### src/rtl/core/assert_macros.svh
// Assertion macros for the modules of the core; the top module includes them.
// Each macro expects signals named clk and arst_n where it is used.
`ifndef ASSERT_MACROS_SVH
`define ASSERT_MACROS_SVH

// Implication within the same clock cycle.
`define LAR_ASSERT_SAME(lbl, ant, con) \
	lbl: assert property (@(posedge clk) disable iff (!arst_n) (ant) |-> (con)) \
		else $error("same-cycle check failed");

// Implication into the next clock cycle.
`define LAR_ASSERT_NEXT(lbl, ant, con) \
	lbl: assert property (@(posedge clk) disable iff (!arst_n) (ant) |=> (con)) \
		else $error("next-cycle check failed");

`endif

### src/rtl/core/lar_pkg.sv
// Shared types and constants for the lagged additive random generator.
// No dependencies; the top, controller and datapath files of the core import this package.
package lar_pkg;

	localparam int RING_DEPTH_DEF   = 250;
	localparam int LAG_DISTANCE_DEF = 103;
	localparam int WORD_BITS_DEF    = 32;

	localparam int OUT_BITS = 32;

	localparam logic [31:0] SEED_XOR_FIRST  = 32'hA5B96384;
	localparam logic [31:0] SEED_XOR_SECOND = 32'h56F04021;
	localparam logic [31:0] MIX_FIRST_RST   = 32'h5c2582a4;
	localparam logic [31:0] MIX_SECOND_RST  = 32'h64dff8ca;
	localparam int MIX_MUL      = 13;
	localparam int MIX_SHIFT_A  = 9;
	localparam int MIX_SHIFT_B  = 13;
	localparam int MIX_ADD_B    = 13;
	localparam int SLOT_STEP    = 7;
	localparam int SLOT_FIRST   = 3;

	typedef enum logic [3:0] {
		ST_IDLE,
		ST_MIX,
		ST_MUL,
		ST_FRD,
		ST_FWR,
		ST_DPOS,
		ST_DAHEAD,
		ST_DSUM,
		ST_DIV,
		ST_DOUT
	} state_t;

	typedef struct packed {
		logic load_seed;
		logic draw_start;
		logic mix_a;
		logic mul_step;
		logic force_rd;
		logic force_wr;
		logic rd_pos;
		logic rd_ahead;
		logic sum_wr;
		logic div_step;
		logic out_load;
	} cmd_t;

	typedef struct packed {
		logic mul_last;
		logic fill_last;
		logic force_last;
		logic div_last;
		logic range_zero;
		logic out_busy;
	} sts_t;

endpackage

### src/rtl/core/lar_ctrl.sv
// Sequencer for reseed and draw items of the lagged additive generator.
// Depends on lar_pkg for the state, command and status types.
module lar_ctrl (
	input  logic          clk,
	input  logic          arst_n,
	input  logic          in_valid,
	output logic          in_stall,
	input  logic          kind,
	input  lar_pkg::sts_t sts,
	output lar_pkg::cmd_t cmd
);

	import lar_pkg::*;

	state_t state_q, state_nx;

	always_ff @(posedge clk or negedge arst_n) begin
		if (!arst_n) begin
			state_q <= ST_IDLE;
		end else begin
			state_q <= state_nx;
		end
	end

	always_comb begin
		state_nx = state_q;
		unique case (state_q)
			ST_IDLE: begin
				if (in_valid) begin
					state_nx = kind ? ST_DPOS : ST_MIX;
				end
			end
			ST_MIX:    state_nx = ST_MUL;
			ST_MUL: begin
				if (sts.mul_last) begin
					state_nx = sts.fill_last ? ST_FRD : ST_MIX;
				end
			end
			ST_FRD:    state_nx = ST_FWR;
			ST_FWR:    state_nx = sts.force_last ? ST_IDLE : ST_FRD;
			ST_DPOS:   state_nx = ST_DAHEAD;
			ST_DAHEAD: state_nx = ST_DSUM;
			ST_DSUM:   state_nx = sts.range_zero ? ST_DOUT : ST_DIV;
			ST_DIV: begin
				if (sts.div_last) begin
					state_nx = ST_DOUT;
				end
			end
			ST_DOUT: begin
				if (!sts.out_busy) begin
					state_nx = ST_IDLE;
				end
			end
			default:   state_nx = ST_IDLE;
		endcase
	end

	always_comb begin
		cmd      = '0;
		in_stall = 1'b1;
		unique case (state_q)
			ST_IDLE: begin
				in_stall       = 1'b0;
				cmd.load_seed  = in_valid && !kind;
				cmd.draw_start = in_valid && kind;
			end
			ST_MIX:    cmd.mix_a    = 1'b1;
			ST_MUL:    cmd.mul_step = 1'b1;
			ST_FRD:    cmd.force_rd = 1'b1;
			ST_FWR:    cmd.force_wr = 1'b1;
			ST_DPOS:   cmd.rd_pos   = 1'b1;
			ST_DAHEAD: cmd.rd_ahead = 1'b1;
			ST_DSUM:   cmd.sum_wr   = 1'b1;
			ST_DIV:    cmd.div_step = 1'b1;
			ST_DOUT:   cmd.out_load = !sts.out_busy;
			default:   cmd = '0;
		endcase
	end

endmodule

### config.mk
export PLATFORM = sky130hd
export DESIGN_NAME = lar_ctrl
export DESIGN_NICKNAME = d
export VERILOG_FILES = /design/src/rtl/core/assert_macros.svh /design/src/rtl/core/lar_pkg.sv /design/src/rtl/core/lar_ctrl.sv
export SDC_FILE = /design/constraint.sdc
export NUM_CORES = 1
export LEC_CHECK = 0
export BUFFER_PORTS_ARGS = -buffer_cell sky130_fd_sc_hd__buf_2
export CAP_MARGIN = 20
export CORE_AREA = 8 8 45 47
export CTS_CLUSTER_DIAMETER = 50
export DETAILED_ROUTE_END_ITERATION = 8
export DIE_AREA = 0 0 53 55
export GPL_TIMING_DRIVEN = 0
export SYNTH_ARGS = -nofsm -noshare
export SYNTH_HDL_FRONTEND = slang
export SYNTH_SLANG_ARGS = --single-unit
### constraint.sdc
create_clock -name clk -period 1.5 [get_ports clk]
set_clock_uncertainty 0.15 [all_clocks]
set_input_delay 0 -clock clk [delete_from_list [all_inputs] [get_ports clk]]
set_output_delay 0 -clock clk [all_outputs]
set_load 0.01 [all_outputs]
==> results of run 1 <==
-- kinds of logic after synthesis --
| group | after synthesis |
|---|---|
| AND/OR/NAND/NOR | 32 |
| AO/OA/AOI/OAI | 12 |
| buffers and inverters | 6 |
| flip-flops | 4 |
| XOR/XNOR | 1 |
-- where the power goes --
group | switching (W) | internal [W]
Clock | 0.0000382 | 0.0000891
Sequential | 0.0000782 | 0.000173
Combinational | 0.000507 | 0.000451
Total | 0.000624 | 0.000713
-- tightest hold or removal path: stages --
cell,delay (ps)
buf_2,80
nand3_1,70
o21ai_0,70
a21oi_1,70
o21ai_0,150
-- metal layers --
layer | GRT usage (%) | vias to the layer above | routed length (um) | part of all wire, %
li1 | - | 256 | - | -
met1 | 10.55 | 207 | 544 | 44
met2 | 13.28 | 16 | 573 | 47
met3 | 4.011 | 0 | 113 | 9.2
met4 | 5.172 | 0 | 0 | 0
met5 | 0 | - | 0 | 0
-- layout by cell type (no fill, tap or decap), types with 2 or more instances in the layout --
cell,count
nor3_1,5
o21ai_0,3
buf_2,21
nand2b_1,2
nor2_2,2
nand2_1,4
nor2_1,8
buf_6,2
clkbuf_4,3
nand3_1,2
dfrtp_2,3
nor3_2,3
inv_1,2
a21oi_1,2
dlygate4sd3_1,4
buf_4,3
-- area by class of cell --
type	instances	share of cell area [%]
multi-input combinational	45	45.63
buffer	4	6.654
sequential	4	15.78
tap	16	3.042
timing repair buffer	27	24.33
clock buffer	3	3.422
inverter	2	1.141
-- metrics by stage --
step	setup TNS, ps	std cells	setup slack (ps)
6_report	0	101	42.56
5_1_grt	-169.4	101	-42.93
4_1_cts	0	99	3.338
3_5_place_dp	0	92	0.7444
3_3_place_gp	0	92	15.26
2_1_floorplan	0	55	124.1
-- how the worst max path moves through the flow --
stage                                      start                     end  slack [ps]  cells after the start
after CTS                 state_q[1]$_DFFE_PN0P_  state_q[2]$_DFFE_PN0P_           3                      4
after floorplan           state_q[2]$_DFFE_PN0P_  state_q[3]$_DFFE_PN0P_         120                      3
after global routing      state_q[3]$_DFFE_PN0P_  state_q[3]$_DFFE_PN0P_         -40                      5
after detailed placement  state_q[1]$_DFFE_PN0P_  state_q[2]$_DFFE_PN0P_         0.7                      4
after global placement    state_q[1]$_DFFE_PN0P_  state_q[2]$_DFFE_PN0P_          20                      4
final                     state_q[2]$_DFFE_PN0P_                  cmd[0]          40                      3
-- timing repair --
action                     CTS  global route
pin swaps                    0             3
resized for setup            2             6
buffers inserted             0             2
setup endpoints to repair    2            13
hold endpoints to repair     6             0
hold buffers                 4             0
==> key figures, run 1 <==
Yosys
  • Syn Std Cell Area: 429.2 um2
  • Post-synthesis cell type with the largest combined area: dfrtp_1
  • Syn avg cell area: 7.803 um2
  • Most instantiated cells after synthesis: 10 x nor2_1, 7 x nor3_1, 4 x dfrtp_1, 4 x nand2_1
  • Synthesized netlist net count: 65
  • Unique cell type count in the Yosys netlist: 26
  • Area contributors post-synth: dfrtp_1 23%, nor2_1 8.7%, nor3_1 8.2%, buf_6 5.2%, nand2b_1 4.4%
  • Number of flip-flops and latches in the synthesized netlist: 4
  • Number of enable flip-flop cells after synthesis: 0
  • Cell with the most instances after synthesis: nor2_1
  • Warnings, synthesis: 0
  • Xor and xnor fraction of the mapped netlist area: 2.041%
  • Synth Area in Adders: 0%
  • Predominant post-synthesis flop cell: dfrtp_1
  • Multiplexer area fraction after synthesis: 0%
  • Post-synthesis instance total: 55
  • Proportion of register bits with asynchronous set or reset after synthesis: 100.0%
  • Synthesized-area fraction occupied by ao, oa, aoi and oai cells: 23.62%
  • Basic-gate share of the synthesized area counting and, or, nand and nor cells: 39.07%
  • Main combinational cell family by area after synthesis: simple AND/OR/NAND/NOR gates
  • Sequential area share after synthesis: 23.32%
  • Area fraction of the dominant cell type after synthesis: 23.32%

Power and ir drop
  • P_leak: 0.3161 nW
  • Peak supply drop: 0.7638 mV
  • Pwr/cell area: 2032 nW/um2
  • Total design power: 0.001337 W

Clock network
  • TritonCTS clock tree: yes
  • Number of sinks driven by the clock tree: 4
  • Number of buffers inserted during clock tree synthesis: 3
  • Clock-pin slew on the worst setup and hold paths: 40 ps
  • Clock tree root buffer cell: clkbuf_4
  • Number of buffers on the longest clock path: 2
  • Worst-skew pair later-pin latency: 230 ps
  • H-tree depth: 1

Layout
  • Area of the multi-input gates: 300.3 um2
  • Largest register by flop count: state_q
  • Fill cell count: 141
  • Storage cell area: 103.9 um2
  • Fin area: 658.1 um2
  • Largest registers: state_q (4)
  • Antenna diodes: 0
  • Net count reported at finish: 97
  • Core utilization of the finished layout: 47.56%
  • Number of flip-flops under the largest register name: 4
  • Synth-to-layout area growth: 53.35%
  • Layout cell share with drive strength beyond 1: 51.76%

Timing
  • Setup Viol. Count Final: 0
  • Timing-limited maximum frequency: 686.1 MHz
  • Unrepaired setup endpoints after global routing: yes
  • Clock period minus worst slack: 1457 ps
  • Final period util: 97.16%
  • Max-slew violation count: 0
  • Least-Margin Pin Slew: 359.9 ps
  • Hold Slack: 100.1 ps
  • Worst relative slew slack: 76.01%
  • Final Hold Violating Endpoints: 0

Critical path
  • Cell family contributing the most delay on the critical path: simple AND/OR/NAND/NOR gates
  • Worst flop-to-flop path endpoint: state_q[3]$_DFFE_PN0P_
  • Worst setup path class: reg2out
  • Critical path required time: 1350 ps
  • Cell chain of the critical path: or2b_2 -> nor3_1 -> buf_2
  • Start of the worst register-to-register path: state_q[3]$_DFFE_PN0P_
  • Number of cells traversed by the worst register-to-register path: 5
  • Highest fanout seen on the critical path: 5
  • CP Data Arrival Time: 1310 ps
  • Endpoint kind of the worst setup timing path: output port
  • Combined buffer and inverter count along the critical path: 1
  • Internal reg-to-reg setup slack: 50 ps
  • Startpoint types: flop
  • Cell with the biggest individual delay on the critical path: dfrtp_2
  • Longest individual stage delay on the worst path: 420 ps

Worst hold path
  • Type of the tightest min-delay check: in2reg
  • Hold Crit Endpoint: state_q[0]$_DFFE_PN0P_
  • Startpoint of the worst hold path: sts[1]
  • Worst hold path stage count: 5

Route
  • Total wire length after detailed routing: 1232 um
  • Length of the first detailed-routing pass in iterations: 3
  • Routed wire per std cell: 12.20 um
  • Initial DRC count: 3
  • Count of vias placed by the detailed router: 479
  • # DRC: 0
  • ANT nets after route: 0
  • Vias per std cell: 4.743

Floorplanning
  • Number of I/O pins: 22
  • Initial cell density of the core: 31.01%
  • Core footprint: 1384 um2
  • Area of the die: 2915 um2
  • Number of placement rows: 14
  • Chip Width: 53 um
  • Chip Height: 55 um

Job
  • Number of max-capacitance violations reported: 0

Placement
  • Placement Cell Area: 554.3 um2
  • IO buf count: 21
  • Detail Placement HPWL: 922.7 um
  • Final estimated routing congestion in global placement: 0.7639

Global routing
  • Initial antenna violation count: 0
  • First-pass GRT wire length: 1980 um
  • All-Layer GR Usage: 8.981%
  • Remaining Overflow, GRT: 0
  • Pin count of the biggest net entering global routing: 11
  • Via count of the first global-routing pass: 462

Outcome
  • Outcome: finished clean
Power figures use the tool's default switching activity.
==> run 2: changes to the inputs <==
Settings changed: REMOVE_ABC_BUFFERS set to 1.
==> key figures, run 2 (synthesis gave the netlist of run 1 again) <==
Power and ir drop
  • Reg power frac: 20.1% (+1.3 points)
  • Total design power: 0.001538 W (+15%)
  • Proportion of total power due to net switching: 47.01% (+0.35 points)
  • Internal Dissipation: 0.0008152 W (+14%)
  • Switching power: 0.0007231 W (+16%)
  • P_leak: 0.3383 nW (+7.0%)
  • Combinational Power Share: 71.5% (-0.2 points)
  • Peak supply drop: 0.7998 mV (+4.7%)
  • Pwr/cell area: 2113 nW/um2 (+4.0%)
  • Share of total power in the clock network: 8.4% (-1.1 points)

Floorplanning
  • Core footprint: 1384 um2 (unchanged)
  • Initial cell density of the core: 31.01% (unchanged)
  • Chip Height: 55 um (unchanged)
  • Area of the die: 2915 um2 (unchanged)
  • Number of I/O pins: 22 (unchanged)
  • Chip Width: 53 um (unchanged)
  • Number of placement rows: 14 (unchanged)

Critical path
  • Internal reg-to-reg setup slack: -60 ps (-110 ps)
  • Longest individual stage delay on the worst path: 540 ps (+120 ps)
  • Endpoint kind of the worst setup timing path: flop
  • Cell chain of the critical path: nor3_2 -> a31oi_2 -> o32ai_2 -> a211o_1
  • Worst flop-to-flop path endpoint: state_q[3]$_DFFE_PN0P_
  • Start of the worst register-to-register path: state_q[0]$_DFFE_PN0P_
  • Startpoint types: flop
  • Cell with the biggest individual delay on the critical path: dfrtp_2
  • Worst setup path class: reg2reg
  • Highest fanout seen on the critical path: 14 (+9)
  • Number of cells traversed by the worst register-to-register path: 4 (-1)
  • CP Data Arrival Time: 1520 ps (+210 ps)
  • Critical path required time: 1460 ps (+110 ps)

Timing
  • Setup Viol. Count Final: 2 (+2)
  • Final Hold Violating Endpoints: 0 (unchanged)
  • Least-Margin Pin Slew: 414.3 ps (+54.35 ps)
  • Final period util: 103.9% (+6.7 points)
  • Worst relative slew slack: 72.38% (-3.6 points)
  • Clock period minus worst slack: 1558 ps (+100.6 ps)
  • Final sum of negative setup slack: -72.72 ps (-72.72 ps)
  • Max-slew violation count: 0 (unchanged)
  • Timing-limited maximum frequency: 641.8 MHz (-6.5%)
  • Worst-case setup margin in the final layout: -58.04 ps (-100.6 ps)
  • Hold Slack: 63.06 ps (-37.04 ps)
  • Unrepaired setup endpoints after global routing: yes

Clock network
  • TritonCTS clock tree: yes
  • Clock tree root buffer cell: clkbuf_4
  • Number of buffers on the longest clock path: 2 (unchanged)
  • H-tree depth: 1 (unchanged)
  • Clock-pin slew on the worst setup and hold paths: 40 ps (about the same)
  • Number of buffers inserted during clock tree synthesis: 3 (unchanged)
  • Worst-skew pair later-pin latency: 230 ps (about the same)
  • Number of sinks driven by the clock tree: 4 (unchanged)

Global routing
  • Via count of the first global-routing pass: 509 (+10%)
  • Pin count of the biggest net entering global routing: 15 (+4)
  • Remaining Overflow, GRT: 0 (unchanged)
  • Initial antenna violation count: 0 (unchanged)
  • All-Layer GR Usage: 10.36% (+1.4 points)
  • First-pass GRT wire length: 2187 um (+10%)

Layout
  • Storage cell area: 105.1 um2 (+1.2%)
  • Number of cells in the finished layout apart from fillers: 105 (+4.0%)
  • Most common cell after layout, fill and taps aside: buf_2
  • Largest register by flop count: state_q
  • Commonest cells after routing, fill and taps aside: 21 x buf_2, 8 x buf_4, 6 x nor2_1
  • Area of the multi-input gates: 336.6 um2 (+12%)
  • Layout cell share with drive strength beyond 1: 64.04% (+12 points)
  • Synth-to-layout area growth: 69.68%
  • Fill cell count: 125 (-11%)
  • Number of flip-flops under the largest register name: 4 (unchanged)
  • Net count reported at finish: 101 (+4.1%)
  • Antenna diodes: 0 (unchanged)
  • Largest registers: state_q (4)

Job
  • Number of max-capacitance violations reported: 0 (unchanged)

Route
  • # DRC: 0 (unchanged)
  • Count of vias placed by the detailed router: 511 (+6.7%)
  • Initial DRC count: 3 (unchanged)
  • Routed wire per std cell: 13.50 um (+11%)
  • Vias per std cell: 4.867 (+2.6%)
  • ANT nets after route: 0 (unchanged)
  • Total wire length after detailed routing: 1417 um (+15%)
  • Length of the first detailed-routing pass in iterations: 4 (+1)

Placement
  • IO buf count: 21 (unchanged)
  • Final estimated routing congestion in global placement: 0.7373 (-3.5%)
  • Number of placed instances with taps included: 88 (-4.3%)
  • Detail Placement HPWL: 863.7 um (-6.4%)

Outcome
  • Outcome: complete, but fails checks
  • Failing checks: setup timing

Worst hold path
  • Type of the tightest min-delay check: in2reg
  • Startpoint of the worst hold path: sts[1]
  • Hold Crit Endpoint: state_q[0]$_DFFE_PN0P_
  • Worst hold path stage count: 5 (unchanged)
-- run 2: layout make-up --
type / count / share of cell area [%]
clock buffer: 3 / 3.093
inverter: 2 / 1.031
timing repair buffer: 35 / 32.47
sequential: 4 / 14.43
tap: 16 / 2.749
multi-input combinational: 45 / 46.22
-- run 2: worst max-delay path, delay by kind of cell, from the launching register on --
kind | cells | cell delay [ps]
flops | 1 | 540
compound gates | 3 | 650
simple gates | 1 | 100
-- run 2: power by group through the flow --
stage	registers, W	logic [W]	clock network (W)
2_1_floorplan	0.000316	0.000460	0
3_3_place_gp	0.000364	0.000613	0
3_5_place_dp	0.000367	0.000629	0
4_1_cts	0.000291	0.000864	0.000139
5_1_grt	0.000320	0.00120	0.000147
6_report	0.000309	0.00110	0.000130
-- run 2: how the worst max path moves through the flow --
stage,to,slack [ps],start
floorplan,state_q[3]$_DFFE_PN0P_,-40,state_q[3]$_DFFE_PN0P_
global placement,state_q[0]$_DFFE_PN0P_,-170,state_q[3]$_DFFE_PN0P_
detailed placement,state_q[0]$_DFFE_PN0P_,-190,state_q[3]$_DFFE_PN0P_
CTS,cmd[1],-10,state_q[3]$_DFFE_PN0P_
global route,state_q[3]$_DFFE_PN0P_,-80,state_q[0]$_DFFE_PN0P_
finish,state_q[3]$_DFFE_PN0P_,-60,state_q[0]$_DFFE_PN0P_
-- run 2: layer usage --
metal	GRT usage, %	routed length [um]	vias up
li1	-	-	263
met3	2.941	43	2
met5	0	0	-
met1	10.26	547	236
met4	8.621	14	0
met2	17.77	812	10
-- run 2: metrics by stage --
| stage | worst slack (ps) | util, % | instance area (um2) |
|---|---|---|---|
| detailed placement | -189.0 | 36.89 | 510.5 |
| global route | -80.94 | 52.62 | 728.2 |
| global placement | -169.0 | 36.89 | 510.5 |
| CTS | -13.62 | 45.39 | 628.1 |
| finish | -58.04 | 52.62 | 728.2 |
| floorplan | -39.61 | - | 385.4 |
-- run 2: what timing repair did --
item / CTS / global route
pin swaps: 0 / 4
setup endpoints to repair: 9 / 14
setup buffers: 5 / 5
hold buffers: 4 / 0
endpoints found under the hold margin: 6 / 0
resized for setup: 4 / 17
